### config.mk
export PLATFORM = sky130hd
export DESIGN_NAME = dsmms_cell
export DESIGN_NICKNAME = d
export VERILOG_FILES = /design/src/rtl/distinct_set_min_max_span_defines.svh /design/src/rtl/dsmms_pkg.sv /design/src/rtl/dsmms_cell.sv
export SDC_FILE = /design/constraint.sdc
export NUM_CORES = 1
export LEC_CHECK = 0
export BUFFER_PORTS_ARGS = -buffer_cell sky130_fd_sc_hd__buf_2
export CORE_MARGIN = 4
export CORE_UTILIZATION = 55
export DETAILED_ROUTE_END_ITERATION = 8
export PLACE_DENSITY = 0.83
export SLEW_MARGIN = 25
export SYNTH_ARGS = -nofsm -noshare
export SYNTH_HDL_FRONTEND = slang
export SYNTH_SLANG_ARGS = --single-unit
### constraint.sdc
create_clock -name clk_i -period 5.8 [get_ports clk_i]
set_input_delay 0.87 -clock clk_i [delete_from_list [all_inputs] [get_ports clk_i]]
set_output_delay 0.87 -clock clk_i [all_outputs]
set_load 0.05 [all_outputs]
### src/rtl/distinct_set_min_max_span_defines.svh
// Assertion macros for the distinct value set block.
`ifndef DISTINCT_SET_MIN_MAX_SPAN_DEFINES_SVH
`define DISTINCT_SET_MIN_MAX_SPAN_DEFINES_SVH

`ifndef SYNTH
`define DSMMS_ASSERT(lbl, prop, msg) \
  lbl: assert property (@(posedge clk_i) disable iff (!rst_ni) prop) else $error(msg);
`define DSMMS_ASSERT_ALWAYS(lbl, prop, msg) \
  lbl: assert property (@(posedge clk_i) prop) else $error(msg);
`else
`define DSMMS_ASSERT(lbl, prop, msg)
`define DSMMS_ASSERT_ALWAYS(lbl, prop, msg)
`endif

`endif

### src/rtl/dsmms_pkg.sv
// Types and constants shared by the distinct value set block.
package dsmms_pkg;

  localparam int unsigned DEPTH = 64;
  localparam int unsigned CNT_W = $clog2(DEPTH + 1);
  localparam int unsigned KEY_W = 32;
  localparam int unsigned GAP_W = KEY_W + 1;
  localparam logic [KEY_W-1:0] KEY_BIAS = 32'h8000_0000;

  typedef enum logic [1:0] {
    ST_INSERTED  = 2'd0,
    ST_DUPLICATE = 2'd1,
    ST_FULL      = 2'd2
  } status_e;

  typedef enum logic {
    S_IDLE,
    S_UPD
  } state_e;

  typedef struct packed {
    logic             cmp_en;
    logic             shift_en;
    logic [KEY_W-1:0] key;
  } cell_ctrl_t;

  typedef struct packed {
    logic             lt;
    logic             eq;
    logic             lside;
    logic             rside;
    logic [KEY_W-1:0] lgap;
    logic [KEY_W-1:0] rgap;
  } cell_stat_t;

endpackage

### src/rtl/dsmms_cell.sv
// One cell of the sorted chain: holds a key, compares it and shifts it onwards.
module dsmms_cell import dsmms_pkg::*; (
  input  logic             clk_i,
  input  logic             rst_ni,
  input  cell_ctrl_t       ctrl_i,
  input  logic             occ_i,
  input  logic [KEY_W-1:0] left_key_i,
  input  logic             left_lt_i,
  input  logic             right_lt_i,
  output logic [KEY_W-1:0] key_o,
  output cell_stat_t       stat_o
);

  logic [KEY_W-1:0] key_q, key_d;
  logic             lt_q, lt_d;
  logic             eq_q, eq_d;
  logic             occ_q, occ_d;

  always_comb begin
    key_d = key_q;
    if (ctrl_i.shift_en && !lt_q) begin
      key_d = left_lt_i ? ctrl_i.key : left_key_i;
    end
  end

  always_comb begin
    lt_d  = lt_q;
    eq_d  = eq_q;
    occ_d = occ_q;
    if (ctrl_i.cmp_en) begin
      lt_d  = occ_i && (key_q < ctrl_i.key);
      eq_d  = occ_i && (key_q == ctrl_i.key);
      occ_d = occ_i;
    end
  end

  always_ff @(posedge clk_i) begin
    key_q <= key_d;
  end

  always_ff @(posedge clk_i or negedge rst_ni) begin
    if (!rst_ni) begin
      lt_q  <= 1'b0;
      eq_q  <= 1'b0;
      occ_q <= 1'b0;
    end else begin
      lt_q  <= lt_d;
      eq_q  <= eq_d;
      occ_q <= occ_d;
    end
  end

  assign key_o        = key_q;
  assign stat_o.lt    = lt_q;
  assign stat_o.eq    = eq_q;
  assign stat_o.lside = lt_q && !right_lt_i;
  assign stat_o.rside = occ_q && !lt_q && left_lt_i;
  assign stat_o.lgap  = ctrl_i.key - key_q;
  assign stat_o.rgap  = key_q - ctrl_i.key;

endmodule
==> out/metrics.cfg, run 1 <==
[run_status]
status=complete, no violations

[yosys]
synth_warnings=0
ys_seq_area_share_pct=20.2
synth_fp_nets=747
synth_mux_area_share_pct=7.66
synthCells=611
synth.distinct_cells=73
synthXorXnorAreaFrac_pct=9.90
async_flop_share_pct=8.57
ys_ff_latch=35
synth_compound_area_share_pct=24.0
syn_area_um2=5130
yosys.area_share.simple_pct=12.7
synthFlopType=edfxtp_1
synth_edf_count=32
synthAdderAreaFrac_pct=16.2
syn_avg_cell_area_um2=8.39
synth_top_family_by_area=compound AO/OA/AOI/OAI gates

[clock_network]
clkSlewWorstSetupHoldPaths_ps=80
ctsLongestPathBuffers=2
cts_root_buf=clkbuf_8
cts_made_buffers=5
cts_setup_buffers=0
htreeDepth=2
cts_tree=done
ctsHoldBuffers=0
clock-sinks=35
cts-resized-gates=0
clk_latency_ps=290

[detailed_routing]
via_count=4991
drt-initial-drc-count=305
drt-pass1-iter-count=5
drc=0
routed_wl_um=15800
postRouteAntennaNets=0
wl_per_cell_um=18.3
viasPerCell=5.78

[sta]
finalHoldViolations=0
fmax_mhz=222
fin_worst_skew_ps=3.10
min_period_ps=4500
worstMarginPinSlew_ps=825
fin_ws_ps=1300
fin_setup_tns_ps=0
fin_crit_sh_pct=77.6
rsz0062_at_grt=no
maxSlewViolCount=0
whs_ps=358
setup_viol=0
maxSlewHeadroom_pct=45.0

[floorplan]
dieArea_um2=10900
ios=171
core_um2=8890
die_h_um=105
die_w_um=105
start_util_pct=57.7
rows=34

[global_route]
grt_max_degree=34
grt_overflow_total=0
grt_pass1_wl_um=25100
grt_util_all_layers_pct=27.5
antenna_found_initial=0
first_global_vias=5011

[layout]
nFillCells=753
drive_gt1_share_pct=33.1
fin_nets=891
layout_common_cells=buf_2 (170), inv_1 (78), a21oi_1 (64)
final_common_cell=buf_2
area_delta_synth_final_pct=18.0
antennaDiodeCount=0

[critical_path]
worstSetupPathType=primary input to primary output
worst_path_dominant_cell_family=simple AND/OR/NAND/NOR gates
cp_cell_sequence=buf_2 -> inv_1 -> ha_1 -> nand4_4 -> or3_4 -> nor3_2 -> o311ai_1 -> nand2_2 -> nor3_1 -> a211oi_1 -> buf_2
start_kind=primary input
end_kind=primary output
crit_buf_inv=3
cp_slowest_stage_delay_ps=590
cp_common_cell=buf_2
path_max_fanout=10
cp_slowest_cell=ha_1
cp.required_ps=4930
worst-endpoint-arrival_ps=3630

[power]
powerDensity_nw_per_um2=303
max-vdd-ir-drop_mv=0.202
power.static_leakage_nw=2.95
p_total_mw=1.84

[worst_hold_path]
hp-class=primary input to asynchronous set/reset pin

[flow_run]
drv_cap=0

[placed_design]
post-place-ws_ps=1380
io_buffers=170
gp_congestion=0.954
place_hpwl_um=13000

-- power by group --
part           total [mW]  switching, mW  internal (mW)  leakage (nW)
registers           0.320         0.0165          0.303         0.346
clock network       0.242          0.102          0.139        0.0612
logic                1.27          0.942          0.332          2.54
-- synth_stat cells, types with 5 or more instances --
cell type | number | area, µm²
inv_1 | 78 | 293
xor2_1 | 21 | 184
nand2_1 | 34 | 128
edfxtp_1 | 32 | 961
a21o_1 | 10 | 75.1
mux2_2 | 34 | 383
o21a_1 | 7 | 52.6
clkbuf_1 | 11 | 41.3
o21ai_1 | 5 | 25.0
a21oi_1 | 64 | 320
xnor2_1 | 37 | 324
buf_4 | 11 | 82.6
nand4_1 | 7 | 43.8
a21oi_2 | 6 | 52.6
ha_1 | 63 | 788
nand3_1 | 7 | 35.0
buf_2 | 11 | 55.1
nor3_1 | 6 | 30.0
o21ai_0 | 30 | 150
nor2b_1 | 10 | 62.6
o21bai_1 | 12 | 90.1
nor2_1 | 38 | 143
-- metal layers --
layer | GRT usage, % | routed length [µm]
met5 | 0 | 0
met3 | 4.87 | 1020
met2 | 49.5 | 7800
met1 | 34.4 | 6790
met4 | 5.51 | 193
-- area by class of cell --
| cell class | count | area [µm²] | share of cell area [%] |
|---|---|---|---|
| well taps | 108 | 135 | 2.23 |
| repair buffers | 171 | 858 | 14.2 |
| clock buffers | 6 | 82.6 | 1.36 |
| clock inverters | 2 | 35.0 | 0.579 |
| inverters | 78 | 293 | 4.84 |
| multi-input cells | 464 | 3610 | 59.7 |
| flip-flops and latches | 35 | 1040 | 17.1 |
-- cell families after synthesis --
family,Yosys count
compound gates,178
simple gates,128
buf+inv,112
fa+ha+maj,65
xor+xnor,58
mux,35
flops,35
-- through the flow --
step | area [µm²] | utilization (%) | cells
6_report | 6050 | 68.1 | 864
5_1_grt | 6050 | 68.1 | 864
4_1_cts | 6050 | 68.1 | 864
3_5_place_dp | 5930 | 66.7 | 856
3_3_place_gp | 5930 | 66.7 | 856
2_1_floorplan | 5130 | - | 611
-- registers in the layout (all words and copies together) (netlist names) --
signal	flops
eq_q	1
key_o	32
lt_q	1
occ_q	1
-- final timing paths --
path                             from         end  depth (start not counted)  slack [ps]
setup / recovery           ctrl_i[22]  stat_o[57]                         11        1300
hold / removal                 rst_ni       occ_q                          1         360
setup reg to reg             key_o[0]        lt_q                         10        3230
hold reg to reg                  eq_q        eq_q                          2         520
max in group asynchronous      rst_ni        eq_q                          1        5330
min in group clk_i               eq_q        eq_q                          2         520
Note: power is estimated with default switching activity, not from simulation.
==> run 2, diff against run 1 <==
--- a/config.mk
+++ b/config.mk
@@ -7,9 +7,9 @@
 export LEC_CHECK = 0
 export BUFFER_PORTS_ARGS = -buffer_cell sky130_fd_sc_hd__buf_2
 export CORE_MARGIN = 4
-export CORE_UTILIZATION = 55
+export CORE_UTILIZATION = 48
 export DETAILED_ROUTE_END_ITERATION = 8
-export PLACE_DENSITY = 0.83
+export PLACE_DENSITY = 0.77
 export SLEW_MARGIN = 25
 export SYNTH_ARGS = -nofsm -noshare
 export SYNTH_HDL_FRONTEND = slang
==> constraint.sdc (replaced) <==
create_clock -name clk_i -period 3.65 [get_ports clk_i]
set_input_delay 0.5475 -clock clk_i [delete_from_list [all_inputs] [get_ports clk_i]]
set_output_delay 0.5475 -clock clk_i [all_outputs]
set_load 0.05 [all_outputs]
==> run 2 against run 1 <==
Setup slack got worse by 1200 ps. Power rose by 66%. Die area rose by 13%. Register-to-register slack got worse by 2000 ps. Sequential power rose by 59%. Largest cell class unchanged.
==> out/metrics.cfg, run 2 (synthesis results as in run 1) <==
[run_status]
status=complete, no violations  ; unchanged

[layout]
antennaDiodeCount=0  ; unchanged
nFillCells=911  ; was 753
area_delta_synth_final_pct=29.5  ; was 18.0%
fin_util_pct=64.1  ; was 68.1%
largest_reg_flops=32  ; unchanged
layout_common_cells=buf_2 (155), inv_1 (78), a21oi_1 (58)  ; was buf_2 (170), inv_1 (78), a21oi_1 (64)
multi_input_area_um2=3840  ; was 3610 µm²
fin_nets=931  ; was 891
drive_gt1_share_pct=40.5  ; was 33.1%
seq_area_um2=1040  ; unchanged
final_common_cell=buf_2  ; unchanged

[sta]
finalHoldViolations=0  ; unchanged
maxSlewHeadroom_pct=43.3  ; was 45.0%
fin_worst_skew_ps=10.2  ; was 3.10 ps
fmax_mhz=282
min_period_ps=3550
fin_crit_sh_pct=97.2
maxSlewViolCount=0  ; unchanged
setup_viol=0  ; unchanged
worstMarginPinSlew_ps=847  ; was 825 ps

[clock_network]
clkSlewWorstSetupHoldPaths_ps=90  ; was 80 ps
htreeDepth=2  ; unchanged
cts_tree=done  ; unchanged
ctsHoldBuffers=0  ; unchanged
cts_root_buf=clkbuf_8  ; unchanged
clk_latency_ps=310  ; was 290 ps
ctsLongestPathBuffers=2  ; unchanged
clock-sinks=35  ; unchanged
cts_made_buffers=5  ; unchanged

[placed_design]
gp_congestion=0.951  ; was 0.954
io_buffers=170  ; unchanged
place_hpwl_um=13400  ; was 13,000 µm

[critical_path]
cp_slowest_cell=edfxtp_1  ; was ha_1
end_kind=primary output  ; unchanged
cp.required_ps=3100  ; was 4930 ps
worst-endpoint-arrival_ps=3000  ; was 3630 ps
cp_cell_sequence=ha_2 -> nand4_2 -> or3_1 -> a31o_1 -> and2_4 -> o31ai_4 -> a21boi_1 -> xnor2_2 -> buf_2  ; was buf_2 -> inv_1 -> ha_1 -> nand4_4 -> or3_4 -> nor3_2 -> o311ai_1 -> nand2_2 -> nor3_1 -> a211oi_1 -> buf_2
cp_slowest_stage_delay_ps=440  ; was 590 ps
path_max_fanout=6  ; was 10
worstSetupPathType=flop to primary output  ; was primary input to primary output
start_kind=flop  ; was primary input

[detailed_routing]
drt-pass1-iter-count=4  ; was 5
drc=0  ; unchanged
wl_per_cell_um=17.1  ; was 18.3 µm
drt-initial-drc-count=232  ; was 305
routed_wl_um=16000  ; was 15,800 µm
via_count=5013  ; was 4,991
postRouteAntennaNets=0  ; unchanged
viasPerCell=5.38  ; was 5.78

[global_route]
first_global_vias=5152  ; was 5,011
antenna_found_initial=0  ; unchanged
grt_util_all_layers_pct=24.7  ; was 27.5%
grt_overflow_total=0  ; unchanged
grt_max_degree=19  ; was 34
grt_pass1_wl_um=25500  ; was 25,100 µm

[floorplan]
rows=37  ; was 34
dieArea_um2=12400  ; was 10,900 µm²
die_h_um=111  ; was 105 µm
die_w_um=111  ; was 105 µm
start_util_pct=49.5  ; was 57.7%
ios=171  ; unchanged
core_um2=10400  ; was 8890 µm²

[power]
max-vdd-ir-drop_mv=0.335  ; was 0.202 mV
p_int_mw=1.31  ; was 775 µW
p_total_mw=3.05  ; was 1.84 mW
p_sw_mw=1.74  ; was 1.06 mW
power_frac_clock_pct=11.3  ; was 13.2%
seq_power_share_pct=16.7  ; was 17.4%
power.static_leakage_nw=3.22  ; was 2.95 nW
switching_share_pct=57.0  ; was 57.8%
p_comb_share_pct=72.1  ; was 69.4%
powerDensity_nw_per_um2=459  ; was 303 nW/µm²

[worst_hold_path]
hp-class=primary input to asynchronous set/reset pin  ; unchanged

[flow_run]
drv_cap=0  ; unchanged

==> run 2: repair_timing <==
action / CTS / global route
cloned: 0 / 0
setup buffers: 0 / 5
pin swaps: 0 / 14
hold endpoints to repair: 0 / 0
gates resized for setup: 2 / 55
setup endpoints to repair: 2 / 26
==> run 2: worst paths after layout <==
check | cells past startpoint | start | slack, ps | end
max | 9 | key_o[7] | 100 | stat_o[19]
min | 1 | rst_ni | 30 | occ_q
max reg2reg | 8 | key_o[5] | 1270 | lt_q
min reg2reg | 2 | occ_q | 550 | occ_q
max in group asynchronous | 1 | rst_ni | 3510 | eq_q
min in group clk_i | 3 | occ_i | 480 | occ_q
==> run 2: metal layers <==
layer  up-vias  wire (µm)  track usage (%)
li1       2479          -                -
met1      2348       7120             31.9
met2       165       7800             43.8
met3        21        832             3.64
met4         0        217             5.68
met5         -          0                0
==> run 2: final cells by class <==
type | count | share of cell area (%)
clock buffer | 8 | 1.51
inverter | 78 | 4.41
multi-input combinational | 464 | 57.8
sequential | 35 | 15.6
tap | 136 | 2.56
timing repair buffer | 211 | 18.1
==> run 2: power by group through the flow <==
stage               combinational (mW)  sequential, mW  clock (mW)
floorplan                         1.48           0.616           0
global placement                  2.09           0.514           0
detailed placement                2.10           0.517           0
CTS                               2.11           0.508       0.355
global route                      2.32           0.515       0.371
finish                            2.20           0.508       0.343
==> run 2: through the flow <==
step | instances | setup WS, ps | area [µm²] | hold WS, ps | setup TNS (ps)
after detailed placement | 919 | -35.0 | 6300 | 350 | -35.0
after global routing | 932 | -20.2 | 6640 | 16.7 | -45.9
after CTS | 927 | 0.00688 | 6400 | 20.0 | 0
after global placement | 919 | -100 | 6300 | 351 | -100
after floorplan | 611 | -16.2 | 5190 | 252 | -16.2
final | 932 | 101 | 6640 | 26.6 | 0
==> run 2: critical path: cells and delay by family, from the launching register on <==
kind / cells / cell delay [ps]
xor gates and xnor gates: 1 / 140
adders and majority gates: 1 / 430
AOI/OAI and AO/OA: 3 / 610
buffers and inverters: 1 / 280
DFF: 1 / 440
and+or+nand+nor: 3 / 790
==> run 3, diff against run 2 <==
--- a/config.mk
+++ b/config.mk
@@ -5,9 +5,10 @@
 export SDC_FILE = /design/constraint.sdc
 export NUM_CORES = 1
 export LEC_CHECK = 0
+export ABC_AREA = 1
 export BUFFER_PORTS_ARGS = -buffer_cell sky130_fd_sc_hd__buf_2
 export CORE_MARGIN = 4
-export CORE_UTILIZATION = 48
+export CORE_UTILIZATION = 50
 export DETAILED_ROUTE_END_ITERATION = 8
 export PLACE_DENSITY = 0.77
 export SLEW_MARGIN = 25
==> run 3 against run 2 <==
Worst hold slack improved by 10 ps. Critical path type unchanged. Largest power group unchanged. Clock skew decreased by 7.5 ps. Final area increased by 10%. Sequential power about the same. Critical endpoint is now stat_o[21]. Register-to-register slack improved by 320 ps. First-iteration DRC count increased by 130%. Wire length increased by 21%. Final cell count increased by 53%.
==> out/metrics.cfg, run 3 <==
[run_status]
status=complete, no violations  ; unchanged

[critical_path]
cp_slowest_stage_delay_ps=520  ; was 440 ps
cp.required_ps=3100  ; about the same
cp_cell_sequence=ha_1 -> nand2_1 -> nor2_2 -> nand2_1 -> nand3_1 -> nand2_1 -> nand2_2 -> nand2_1 -> nand2_1 -> nand2_1 -> nand2_1 -> buf_2  ; was ha_2 -> nand4_2 -> or3_1 -> a31o_1 -> and2_4 -> o31ai_4 -> a21boi_1 -> xnor2_2 -> buf_2
start_kind=flop  ; unchanged
worst-endpoint-arrival_ps=2580  ; was 3000 ps
worst_path_dominant_cell_family=simple AND/OR/NAND/NOR gates  ; unchanged
crit_buf_inv=1  ; unchanged
worstSetupPathType=flop to primary output  ; unchanged
end_kind=primary output  ; unchanged
ff2ff_setup_slack_ps=1590  ; was 1270 ps
cp_slowest_cell=ha_1  ; was edfxtp_1
cp_common_cell=nand2_1
path_max_fanout=10  ; was 6

[sta]
fin_setup_tns_ps=0  ; unchanged
fmax_mhz=319  ; was 282 MHz
fin_worst_skew_ps=2.73  ; was 10.2 ps
finalHoldViolations=0  ; unchanged
maxSlewHeadroom_pct=67.8  ; was 43.3%
maxSlewViolCount=0  ; unchanged
setup_viol=0  ; unchanged
fin_ws_ps=520  ; was 101 ps
worstMarginPinSlew_ps=483  ; was 847 ps
min_period_ps=3130  ; was 3550 ps
rsz0062_at_grt=no
fin_crit_sh_pct=85.8  ; was 97.2%

[layout]
antennaDiodeCount=0  ; unchanged
final_common_cell=nand2_1  ; was buf_2
nFillCells=1284  ; was 911
seq_area_um2=1040  ; unchanged
fin_nets=1389  ; was 931
drive_gt1_share_pct=19.4  ; was 40.5%
area_delta_synth_final_pct=17.8  ; was 29.5%
layout_common_cells=nand2_1 (453), inv_1 (246), buf_2 (170)  ; was buf_2 (155), inv_1 (78), a21oi_1 (58)
largest_reg_flops=32  ; unchanged
multi_input_area_um2=4050  ; was 3840 µm²
finish.instance_area_um2=7300  ; was 6640 µm²

[global_route]
first_global_vias=6372  ; was 5,152
grt_overflow_total=0  ; unchanged
grt_util_all_layers_pct=27.0  ; was 24.7%
antenna_found_initial=0  ; unchanged
grt_max_degree=41  ; was 19
grt_pass1_wl_um=30900  ; was 25,500 µm

[yosys]
synthFlopType=edfxtp_1  ; unchanged
syn_area_um2=6200  ; was 5130 µm²
ys_top_cells_by_area=nand2_1 (27%), edfxtp_1 (15%), inv_1 (15%)  ; was edfxtp_1 (19%), ha_1 (15%), mux2_2 (7.5%)
synthCells=1099  ; was 611
async_flop_share_pct=8.57  ; unchanged
synth_warnings=0  ; unchanged
synth_top_area_share_pct=27.4  ; was 18.7%
ys_top_cells_by_count=nand2_1 (453), inv_1 (247), ha_1 (63), nand3_1 (48), nor2_1 (41)  ; was inv_1 (78), a21oi_1 (64), ha_1 (63), nor2_1 (38), xnor2_1 (37)
ys_seq_area_share_pct=16.7  ; was 20.2%
syn_avg_cell_area_um2=5.64  ; was 8.39 µm²
yosysMostFrequentCell=nand2_1  ; was inv_1
synth_edf_count=32  ; unchanged
yosys.area.top_type=nand2_1  ; was edfxtp_1
ys_ff_latch=35  ; unchanged
synth_fp_nets=1235  ; was 747
synth.distinct_cells=31  ; was 73

[floorplan]
rows=40  ; was 37
die_w_um=119  ; was 111 µm
start_util_pct=51.4  ; was 49.5%
core_um2=12100  ; was 10,400 µm²
ios=171  ; unchanged
die_h_um=119  ; was 111 µm
dieArea_um2=14200  ; was 12,400 µm²

[power]
p_total_mw=3.08  ; was 3.05 mW
p_sw_mw=1.77  ; was 1.74 mW
seq_power_share_pct=16.5  ; was 16.7%
p_int_mw=1.31  ; about the same
max-vdd-ir-drop_mv=0.227  ; was 0.335 mV
power.static_leakage_nw=4.60  ; was 3.22 nW
p_comb_share_pct=66.0  ; was 72.1%
switching_share_pct=57.5  ; was 57.0%
power_frac_clock_pct=17.5  ; was 11.3%
powerDensity_nw_per_um2=422  ; was 459 nW/µm²

[worst_hold_path]
hp-class=primary input to asynchronous set/reset pin  ; unchanged

[clock_network]
ctsHoldBuffers=0  ; unchanged
clkSlewWorstSetupHoldPaths_ps=60  ; was 90 ps
cts_made_buffers=5  ; unchanged
htreeDepth=2  ; unchanged
cts_tree=done  ; unchanged
ctsLongestPathBuffers=2  ; unchanged
cts_root_buf=clkbuf_16  ; was clkbuf_8
cts_setup_buffers=0  ; unchanged
cts-resized-gates=0  ; was 2
clock-sinks=35  ; unchanged
clk_latency_ps=290  ; was 310 ps

[detailed_routing]
viasPerCell=4.81  ; was 5.38
drt-initial-drc-count=531  ; was 232
routed_wl_um=19300  ; was 16,000 µm
postRouteAntennaNets=0  ; unchanged
via_count=6838  ; was 5,013
wl_per_cell_um=13.6  ; was 17.1 µm
drt-pass1-iter-count=5  ; was 4
drc=0  ; unchanged

[placed_design]
post-place-ws_ps=609  ; was -35.0 ps
place_area_um2=7130  ; was 6300 µm²
gp_congestion=1.02  ; was 0.951
io_buffers=170  ; unchanged
place_hpwl_um=16800  ; was 13,400 µm

[flow_run]
drv_cap=0  ; unchanged

-- run 3: changes by cell type after synthesis, moves of 9 or more --
cell	delta
mux2_2	-34
nand2_2	+22
nor2_2	+16
buf_2	-9
a21oi_1	-24
a21o_1	-10
nand3_1	+41
xnor2_1	-35
nand2_1	+419
nor2b_1	-10
inv_1	+169
-- run 3: cells by family (layout without fill, tap and decap cells) --
logic type	after synthesis	count (layout)	share of synthesized area, %
buffers and inverters	281	436	17.9
AOI/OAI and AO/OA	82	82	7.02
adders and majority gates	65	65	13.4
DFF	35	35	16.7
and+or+nand+nor	607	607	40.9
xor gates and xnor gates	29	29	4.10
-- run 3: layout make-up --
class	instances	share of cell area [%]
flip-flops and latches	35	14.2
well taps	168	2.88
inverters	256	13.2
repair buffers	172	11.9
multi-input cells	783	55.5
clock inverters	2	0.531
clock buffers	6	1.90
-- run 3: layer usage --
metal | global-route usage [%] | wire (µm) | vias up
met5 | 0 | 0 | -
met4 | 7.59 | 488 | 0
met3 | 6.36 | 1660 | 37
met2 | 41.3 | 8080 | 255
met1 | 37.9 | 9080 | 2981
li1 | - | - | 3565
-- run 3: path summary, 6_finish.rpt --
| kind | startpoint | endpoint | cells after the start |
|---|---|---|---|
| worst min register to register | occ_q | occ_q | 2 |
| worst max register to register | key_o[0] | lt_q | 13 |
| min in group clk_i | ctrl_i[33] | occ_q | 2 |
| max in group asynchronous | rst_ni | eq_q | 1 |
| worst min-delay path | rst_ni | lt_q | 1 |
| worst max-delay path | key_o[2] | stat_o[21] | 12 |
-- run 3: worst register-to-register path, cell delays in order (launching register included) --
cell      delay (ps)
edfxtp_1         370
inv_1             50
ha_1             220
fa_1             420
inv_1            110
nand2_1           70
nand3_2          120
nand2_1           70
nand2_1          140
nand2_1           80
nand2_1           90
nand2_1           50
nand2_1           90
nand2_1           70
-- run 3: power groups by stage --
stage,Combinational (mW),Sequential [mW],Clock [mW]
after detailed placement,2.02,0.517,0
after global routing,2.18,0.514,0.561
after global placement,2.01,0.516,0
after CTS,2.03,0.509,0.550
after floorplan,1.44,0.617,0
final,2.03,0.509,0.539
-- run 3: metrics by stage --
stage | instances | hold WS [ps] | util (%)
6_report | 1422 | 36.5 | 60.6
5_1_grt | 1422 | 37.5 | 60.6
4_1_cts | 1422 | 32.7 | 60.6
3_5_place_dp | 1414 | 349 | 59.1
3_3_place_gp | 1414 | 347 | 59.1
2_1_floorplan | 1099 | 252 | -
